==> config.mk <==
export PLATFORM = sky130hd
export DESIGN_NAME = positional_list_engine
export DESIGN_NICKNAME = d
export VERILOG_FILES = /design/src/sv/ple_pkg.sv /design/src/sv/positional_list_engine.sv
export SDC_FILE = /design/constraint.sdc
export NUM_CORES = 1
export LEC_CHECK = 0
export BUFFER_PORTS_ARGS = -buffer_cell sky130_fd_sc_hd__buf_4
export CAP_MARGIN = 20
export CORE_MARGIN = 2
export CORE_UTILIZATION = 52
export DETAILED_ROUTE_END_ITERATION = 6
export GPL_TIMING_DRIVEN = 1
export HOLD_SLACK_MARGIN = 0.05
export PLACE_DENSITY = 0.81
export SLEW_MARGIN = 20
export SYNTH_ARGS = -nofsm -noshare
export SYNTH_HDL_FRONTEND = slang
export SYNTH_SLANG_ARGS = --single-unit
==> constraint.sdc <==
create_clock -name clk -period 7.35 [get_ports clk]
set_input_delay 0.3675 -clock clk [delete_from_list [all_inputs] [get_ports clk]]
set_output_delay 0.3675 -clock clk [all_outputs]
set_load 0.03 [all_outputs]
==> src/sv/ple_pkg.sv <==
// Package with shared types and constants for the positional list engine.
package ple_pkg;

  localparam int Capacity  = 16;
  localparam int DataWidth = 32;
  localparam int IdxW      = $clog2(Capacity);
  localparam int CntW      = $clog2(Capacity + 1);

  typedef enum logic [2:0] {
    MODE_APPEND  = 3'd0,
    MODE_PREPEND = 3'd1,
    MODE_INSERT  = 3'd2,
    MODE_DELETE  = 3'd3,
    MODE_UPDATE  = 3'd4,
    MODE_READ    = 3'd5
  } mode_t;

  typedef enum logic [1:0] {
    ST_OK     = 2'd0,
    ST_EMPTY  = 2'd1,
    ST_BADPOS = 2'd2,
    ST_FULL   = 2'd3
  } status_t;

  typedef enum logic [2:0] {
    S_IDLE,
    S_UP,
    S_DOWN,
    S_UPD,
    S_READ,
    S_OUT
  } state_t;

endpackage

==> src/sv/positional_list_engine.sv <==
// Top level of the positional list engine: list memory and its sequencer.
//
//  channel | signals                                   | direction
//  in      | valid, ready, mode, position, data_value  | into block
//  out     | out_valid, out_ready, out_value,          | out of block
//          | out_position, status, fill_count, last_of_run
//
// Entries live in one memory with a registered read port.
// Insert and delete move one entry per cycle after a first read; read all
// gives one beat per cycle while the output slot is free. No new item is
// accepted until the result beat of the last one has been taken.
// Reset clears the fill count; memory contents stay undefined until written.
// A stalled result beat holds the sequencer until it is taken.
module positional_list_engine (
  input  logic        clk,
  input  logic        rst,
  input  logic        valid,
  output logic        ready,
  input  logic [2:0]  mode,
  input  logic [4:0]  position,
  input  logic signed [31:0] data_value,
  output logic        out_valid,
  input  logic        out_ready,
  output logic signed [31:0] out_value,
  output logic [3:0]  out_position,
  output logic [1:0]  status,
  output logic [4:0]  fill_count,
  output logic        last_of_run
);

  localparam int IW = ple_pkg::IdxW;
  localparam int CW = ple_pkg::CntW;
  localparam int DW = ple_pkg::DataWidth;

  logic [DW-1:0] mem [ple_pkg::Capacity];
  logic [DW-1:0] rd_data;
  logic [IW-1:0] rd_addr;
  logic          wr_en;
  logic [IW-1:0] wr_addr;
  logic [DW-1:0] wr_data;

  ple_pkg::state_t state, state_next;
  logic [CW-1:0] count, count_next;
  logic [CW-1:0] ptr, ptr_next;       // walking index
  logic [CW-1:0] tgt, tgt_next;       // position of the operation
  logic [DW-1:0] word, word_next;     // word to place
  logic          rd_pend, rd_pend_next;

  logic          ov, ov_next;
  logic [DW-1:0] ovalue, ovalue_next;
  logic [3:0]    opos, opos_next;
  logic [1:0]    ost, ost_next;
  logic          olast, olast_next;

  // Memory write port and registered read port.
  always_ff @(posedge clk) begin
    if (wr_en) begin
      mem[wr_addr] <= wr_data;
    end
    rd_data <= mem[rd_addr];
  end

  always_ff @(posedge clk) begin
    if (rst) begin
      state   <= ple_pkg::S_IDLE;
      count   <= '0;
      ov      <= 1'b0;
      rd_pend <= 1'b0;
    end else begin
      state   <= state_next;
      count   <= count_next;
      ov      <= ov_next;
      rd_pend <= rd_pend_next;
    end
    ptr    <= ptr_next;
    tgt    <= tgt_next;
    word   <= word_next;
    ovalue <= ovalue_next;
    opos   <= opos_next;
    ost    <= ost_next;
    olast  <= olast_next;
  end

  assign out_valid    = ov;
  assign out_value    = ovalue;
  assign out_position = opos;
  assign status       = ost;
  assign fill_count   = 5'(count);
  assign last_of_run  = olast;
  assign ready        = (state == ple_pkg::S_IDLE) && !ov;

  logic          slot_free;
  logic [CW-1:0] in_pos;
  assign slot_free = !ov || out_ready;
  assign in_pos    = CW'(position);

  // Sequencer: next state, memory control and result beat.
  always_comb begin
    state_next   = state;
    count_next   = count;
    ptr_next     = ptr;
    tgt_next     = tgt;
    word_next    = word;
    rd_pend_next = 1'b0;
    ov_next      = ov && !out_ready;
    ovalue_next  = ovalue;
    opos_next    = opos;
    ost_next     = ost;
    olast_next   = olast;
    rd_addr      = ptr[IW-1:0];
    wr_en        = 1'b0;
    wr_addr      = ptr[IW-1:0];
    wr_data      = rd_data;

    unique case (state)
      ple_pkg::S_IDLE: begin
        if (valid && ready) begin
          word_next   = DW'(data_value);
          ovalue_next = '0;
          opos_next   = '0;
          olast_next  = 1'b1;
          ost_next    = ple_pkg::ST_OK;
          priority if (mode == ple_pkg::MODE_APPEND || mode == ple_pkg::MODE_PREPEND
                       || mode == ple_pkg::MODE_INSERT) begin
            tgt_next = (mode == ple_pkg::MODE_APPEND) ? count :
                       (mode == ple_pkg::MODE_PREPEND) ? '0 : in_pos;
            if (mode == ple_pkg::MODE_INSERT && in_pos > count) begin
              ost_next = ple_pkg::ST_BADPOS;
              ov_next  = 1'b1;
            end else if (count >= CW'(ple_pkg::Capacity)) begin
              ost_next = ple_pkg::ST_FULL;
              ov_next  = 1'b1;
            end else begin
              // Shift up from the tail: read ptr-1, write ptr.
              ptr_next     = count;
              rd_addr      = IW'(count - 1'b1);
              rd_pend_next = 1'b1;
              state_next   = ple_pkg::S_UP;
            end
          end else if (mode == ple_pkg::MODE_DELETE || mode == ple_pkg::MODE_UPDATE
                       || mode == ple_pkg::MODE_READ) begin
            if (count == '0) begin
              ost_next = ple_pkg::ST_EMPTY;
              ov_next  = 1'b1;
            end else if (mode != ple_pkg::MODE_READ && in_pos >= count) begin
              ost_next = ple_pkg::ST_BADPOS;
              ov_next  = 1'b1;
            end else begin
              ptr_next     = (mode == ple_pkg::MODE_READ) ? '0 : in_pos;
              tgt_next     = (mode == ple_pkg::MODE_READ) ? '0 : in_pos;
              rd_addr      = (mode == ple_pkg::MODE_READ) ? '0 : position[IW-1:0];
              rd_pend_next = 1'b1;
              state_next   = (mode == ple_pkg::MODE_DELETE) ? ple_pkg::S_DOWN :
                             (mode == ple_pkg::MODE_UPDATE) ? ple_pkg::S_UPD :
                                                              ple_pkg::S_READ;
            end
          end else begin
            ov_next = 1'b1;
          end
        end
      end
      ple_pkg::S_UP: begin
        // Copy entry ptr-1 into ptr, walking down to the target.
        if (ptr == tgt) begin
          wr_en       = 1'b1;
          wr_addr     = tgt[IW-1:0];
          wr_data     = word;
          count_next  = count + 1'b1;
          ovalue_next = word;
          ov_next     = 1'b1;
          state_next  = ple_pkg::S_OUT;
        end else begin
          wr_en        = 1'b1;
          wr_addr      = ptr[IW-1:0];
          ptr_next     = ptr - 1'b1;
          rd_addr      = IW'(ptr - 2'd2);
          rd_pend_next = 1'b1;
        end
      end
      ple_pkg::S_DOWN: begin
        // First data is the removed word; then pull each next entry down.
        if (ptr == tgt && rd_pend) begin
          ovalue_next = rd_data;
        end else begin
          wr_en   = 1'b1;
          wr_addr = IW'(ptr - 1'b1);
        end
        if (ptr + 1'b1 >= count) begin
          count_next = count - 1'b1;
          ov_next    = 1'b1;
          state_next = ple_pkg::S_OUT;
        end else begin
          ptr_next     = ptr + 1'b1;
          rd_addr      = IW'(ptr + 1'b1);
          rd_pend_next = 1'b1;
        end
      end
      ple_pkg::S_UPD: begin
        ovalue_next = rd_data;
        wr_en       = 1'b1;
        wr_addr     = tgt[IW-1:0];
        wr_data     = word;
        ov_next     = 1'b1;
        state_next  = ple_pkg::S_OUT;
      end
      ple_pkg::S_READ: begin
        // Issue one read beat per entry once the output slot frees.
        if (rd_pend) begin
          if (slot_free) begin
            ovalue_next = rd_data;
            opos_next   = 4'(ptr);
            olast_next  = (ptr + 1'b1 == count);
            ov_next     = 1'b1;
            if (ptr + 1'b1 == count) begin
              state_next = ple_pkg::S_OUT;
            end else begin
              ptr_next = ptr + 1'b1;
              rd_addr  = IW'(ptr + 1'b1);
              rd_pend_next = 1'b1;
            end
          end else begin
            rd_pend_next = 1'b1;
          end
        end
      end
      ple_pkg::S_OUT: begin
        if (!ov_next) begin
          state_next = ple_pkg::S_IDLE;
        end
      end
      default: state_next = ple_pkg::S_IDLE;
    endcase
  end

endmodule

Yosys cells after proc, flatten, opt, wreduce, memory -nomap -nowiden
Memories as Yosys holds them, arrays and structs flattened. A register that Yosys moved wholly into a read port is not among the register bits.
Index checks and enable logic that the tools add are counted.

word-level totals
  input port bits = 44
  logic and storage cells = 185
  bits in writable memories = 512
  output and inout port bits = 46
  bits in registers = 91
  memories = 1

operators by class
  mux-type cells = 104
  $add $sub $neg = 5
  reduce and logical (&&, ||, !) cells = 29
  order comparisons = 4
  eq/ne operators = 31

memory list
  name  depth  bits a word  read ports  clocked after Yosys merged registers in  write ports  line                          text
  mem   16     32           1           1                                        1            positional_list_engine.sv:35  logic [DW-1:0] mem [ple_pkg::Capacity];

operators by type and width
  cell                   count
  $mux W32               6
  $pmux W32 S5           1
  $mux W5                18
  $mux W4                18
  $pmux W32 S2           1
  $mux W3                15
  $mux W1                29
  $ne A2 B2 Y1 const B   12
  $reduce_and A12 Y1     2
  $pmux W5 S4            1
  $pmux W3 S6            1
  $pmux W4 S4            1
  $ne A3 B3 Y1 const B   5
  $eq A3 B2 Y1 const B   4
  $eq A3 B3 Y1 const B   4
  $mux W2                6
  $pmux W4 S3            1
  $add A5 B1 Y5 const B  2
  $eq A5 B5 Y1           2
  $ge A5 B5 Y1           2
  $pmux W5 S2            1
  $sub A5 B1 Y5 const B  2
  $pmux W4 S2            1
  $eq A3 B1 Y1 const B   2
  22 further kinds       36

Depth between registers and ports, before layout
  word-level depth = 9
  gate-level depth with buffers = 16
  depth with buffers taken out = 14

Least setup slack after synthesis
Ideal clock, no wire load.

  path type = register to register
  start point = reg ptr[2]
  end point = reg ovalue[0] (netlist: out_value[0]), enable pin
  slack = 0.365 ns
  stages on the path, launching flop included = 7
  period minus slack after synthesis = 6.985 ns
  setup time = 0.594 ns
  arrival = 6.391 ns
  data required time = 6.756 ns
  buffers on the path = 1
  cell sequence = edfxtp_1 buf_2 xnor2_1 nand3_1 nor3_4 a21oi_1 a2111oi_0

on the way
  cells in the longest elaborated chain, start to end = 4
  elaborated cells between the ends (all ways) = 5
  classes of those cells = eq/ne (3); reduce/logical (2)

RTL lines
  element                          line                                                          text
  start, declared                  positional_list_engine.sv:44                                  logic [CW-1:0] ptr, ptr_next;
  start signal, assigned           positional_list_engine.sv:75                                  ptr <= ptr_next;
  $eq A5 B5 Y1 (*)                 positional_list_engine.sv:164, positional_list_engine.sv:182
  $logic_and A1 B1 Y1              positional_list_engine.sv:182                                 if (ptr == tgt && rd_pend) begin
  $ne A2 B2 Y1 (no line)           -
  $reduce_and A6 Y1 (no line) (*)  -
  end signal, assigned             positional_list_engine.sv:78                                  ovalue <= ovalue_next;
  end, declared                    positional_list_engine.sv:50                                  logic [DW-1:0] ovalue, ovalue_next;

Every way passes the cells marked *; elsewhere a longest branch is shown, timed or not.
A chain may end at the register's enable or synchronous reset.

Worst setup path in the final report
  start point = reg count[4] (netlist: fill_count[4])
  end point = reg rd_data[25], read port of mem

on the way
  cells in the longest elaborated chain, start to end = 8
  elaborated cells between the ends (all ways) = 20
  classes of those cells = order compare (4); eq/ne (1); mux (12); reduce/logical (3)

RTL lines
  element                 line                           text
  start, declared         positional_list_engine.sv:43   logic [CW-1:0] count, count_next;
  start signal, assigned  positional_list_engine.sv:71   count <= count_next;
  $ge A5 B5 Y1            positional_list_engine.sv:145  end else if (mode != ple_pkg::MODE_READ && in_pos >= count) begin
  $logic_and A1 B1 Y1     positional_list_engine.sv:145
  $mux W4                 positional_list_engine.sv:145
  $mux W4                 positional_list_engine.sv:142  if (count == '0) begin
  $mux W4                 positional_list_engine.sv:140  end else if (mode == ple_pkg::MODE_DELETE || mode == ple_pkg::MODE_UPDATE
  $mux W4                 positional_list_engine.sv:123  priority if (mode == ple_pkg::MODE_APPEND || mode == ple_pkg::MODE_PREPEND
  $mux W4                 positional_list_engine.sv:117  if (valid && ready) begin
  $pmux W4 S4 (*)         positional_list_engine.sv:115  unique case (state)
  end, declared           positional_list_engine.sv:36   logic [DW-1:0] rd_data;

Marks and branches as above.

==> results.sh <==
export IMPL_status="completed"
export IMPL_groute_usage_overall_pct=22.7
export IMPL_synth_nets=1575
export IMPL_grt_max_degree=104
export IMPL_synth_top_family_by_area="multiplexers"
export IMPL_placementRows=81
export IMPL_finClkSkew_ns=0.0151
export IMPL_final_setup_viol_count=0
export IMPL_clkSinkCount=635
export IMPL_grt_util_met3_pct=3.82
export IMPL_crit_path_start_kind="register"
export IMPL_hold_viol_final=0
export IMPL_drive_above_1_share_pct=16.9
export IMPL_crit_fanout=47
export IMPL_first_iter_violations=1552
export IMPL_place_ws_ns=2.34
export IMPL_cp_num_buf_inv=2
export IMPL_cts_tree="built"
export IMPL_use_met2_pct=37.6
export IMPL_dp_hpwl_um=33300
export IMPL_final_common_cell="edfxtp_1"
export IMPL_holdCritPathClass="in -> reg"
export IMPL_die_w_um=226
export IMPL_h_tree_depth=3
export IMPL_tightest_slew_ns=1.06
export IMPL_wl_per_cell_um=24.6
export IMPL_synth_edf_count=593
export IMPL_drcViolationCount=0
export IMPL_ant_nets=0
export IMPL_initial_core_util_pct=52.6
export IMPL_dr_pass1_iters=7
export IMPL_synth_xor_area_share_pct=0.545
export IMPL_netlist_instances=1514
export IMPL_antenna_found_initial=0
export IMPL_async_reset_ff_share_pct=0
export IMPL_syn_cell_area_um2=25700
export IMPL_slowest_stage="o221ai_4"
export IMPL_cp_top_family="compound AO/OA/AOI/OAI gates"
export IMPL_coreArea_um2=48800
export IMPL_numPortBuffers=89
export IMPL_arrival_ns=5.44
export IMPL_n_fill_cell=3488
export IMPL_grt_overflow=0
export IMPL_cts_inserted_buffers=66
export IMPL_muxShareOfSynthArea_pct=11.5
export IMPL_nets=1723
export IMPL_synth_seq_cells=635
export IMPL_critical_path_max_stage_delay_ns=0.82
export IMPL_timing_fmax_mhz=202
export IMPL_holdWs_ns=0.152
export IMPL_ctsRootBufferMaster="clkbuf_16"
export IMPL_post_cts_resized=0
export IMPL_final_cell_mix="edfxtp_1 (593), mux2i_1 (257), a22oi_1 (140)"
export IMPL_cp_required_ns=7.83
export IMPL_slew_viol_final=0
export IMPL_synth_cell_types=66
export IMPL_yosys_most_used_dff="edfxtp_1"
export IMPL_clkLatencyLatePin_ns=0.59
export IMPL_clockBufferDepth=3
export IMPL_max_cap_violations=0
export IMPL_p_leak_nw=10.1
export IMPL_yosys_area_share_simple_pct=4.21
export IMPL_cp_end_kind="register"
export IMPL_ys_warn_count=0
export IMPL_grt_first_pass_wirelength_um=86500
export IMPL_area_growth_pct=15.6
export IMPL_tns_ns=0
export IMPL_ir_drop_mv=0.366
export IMPL_grt_pass1_vias=14500
export IMPL_n_antenna_cell=0
export IMPL_wirelength_um=58400
export IMPL_cp_cell_sequence="inv_1 > ha_1 > a211oi_1 > o221a_2 > nor2_1 > nor3_1 > a21oi_1 > o221ai_4 > buf_4 > mux2i_1 > a22oi_1 > and4_1"
export IMPL_post_drt_via_cell_ratio=6.08
export IMPL_powerDensity_nw_per_um2=416
export IMPL_vias=14400
export IMPL_synth_compound_area_share_pct=8.01
export IMPL_gp_congestion=0.886
export IMPL_top_usage_layer="met2"
export IMPL_fin_crit_sh_pct=67.4
export IMPL_avgSynthCellArea_um2=17.0
export IMPL_yosysSeqAreaShare_pct=72.6
export IMPL_die_h_um=226
export IMPL_boundaryPins=90
export IMPL_cts_clk_slew_worst_paths_ns=0.06
export IMPL_dieArea_um2=51200
export IMPL_relSlewSlack_pct=28.5
export IMPL_use_met1_pct=30.4
export IMPL_min_period_ns=4.96
export IMPL_critPathKind="reg -> reg"
export IMPL_setup_slack_ns=2.39
export IMPL_synth_fa_ha_area_share_pct=0.828
export IMPL_rsz0062_at_grt="false"
state kept, by name, indices dropped and copies added, names as in the netlist:
signal and cells:
rd_data 32, tgt 5, word 32, out_position 4
status 2, last_of_run 1, mem 512, state 3
rd_pend 1, out_valid 1, out_value 32, fill_count 5
ptr 5
final timing paths:
check,from,to,slack (ns),cells past startpoint
hold reg to reg,rd_data[2]$_DFF_P_,out_value[2]$_DFFE_PP_,0.55,1
hold / removal,position[4],tgt[4]$_DFFE_PP_,0.15,3
setup / recovery,fill_count[4]$_SDFFE_PP0P_,rd_data[25]$_DFF_P_,2.39,12
setup reg to reg,fill_count[4]$_SDFFE_PP0P_,rd_data[25]$_DFF_P_,2.39,12
tightest hold or removal path, cell delays in order:
cell     delay, ns
buf_4         0.12
nand2_1       0.06
o21ai_0       0.08
power breakdown:
group / switching (mW) / total [mW] / internal, mW
logic: 2.60 / 4.09 / 1.49
registers: 0.186 / 5.05 / 4.87
clock network: 1.34 / 3.22 / 1.88
per-stage QoR:
step	utilization [%]	instances	total power, mW	area (um2)
floorplan	-	1514	8.09	25700
global placement	55.4	2215	8.99	27000
detailed placement	55.6	2220	9.14	27200
CTS	60.5	2373	12.4	29600
global route	60.8	2378	12.8	29700
finish	60.8	2378	12.4	29700
synthesized netlist by cell type, types with 3 or more instances:
cell	n	area, um2
o221ai_1	3	26.3
o21ai_0	26	130
a22o_1	33	289
dfxtp_1	42	841
nand2b_1	8	50.1
edfxtp_1	593	17800
and3_1	4	25.0
mux2i_1	257	2570
nor3_2	7	70.1
buf_8	8	120
nand2_1	42	158
or3_1	4	25.0
or2_2	3	18.8
o211ai_1	3	22.5
nor2_1	48	180
xnor2_1	12	105
a21oi_1	27	135
ha_1	17	213
buf_4	5	37.5
and4_1	33	289
a211oi_1	3	22.5
o2111ai_1	4	35.0
clkbuf_1	19	71.3
nand3_1	12	60.1
mux2_2	33	372
inv_1	13	48.8
o221a_2	3	33.8
nor3_1	9	45.0
o21a_1	3	22.5
nor2b_1	7	43.8
buf_6	16	180
xor2_1	4	35.0
o22ai_1	4	25.0
a31oi_1	4	25.0
buf_2	26	130
a22oi_1	140	1050
cell type report:
cell class                      instances  area [um2]  share of cell area [%]
Multi-Input combinational cell        788        6630                    22.3
Inverter                               14        52.6                   0.177
Clock inverter                         26         275                   0.927
Sequential cell                       635       18600                    62.8
Clock buffer                           94        1820                    6.12
Tap cell                              664         831                    2.80
Timing Repair Buffer                  157        1460                    4.90
logic make-up (layout without fill, tap and decap cells):
group           count (synthesis)  in the layout
compound gates                275            275
xor+xnor                       16             16
flops                         635            635
buf+inv                        91            291
simple gates                  190            190
fa+ha+maj                      17             17
mux                           290            290
metal layers:
metal / up-vias / share of wire (%)
li1: 6371 / -
met2: 682 / 49
met3: 112 / 7.9
met5: - / 0
met1: 7284 / 41
met4: 0 / 2.5
repair_timing:
action	in CTS	in global routing
hold buffers	33	0
buffers inserted	0	0
hold endpoints to repair	42	0
Note: power is estimated with default switching activity, not from simulation.
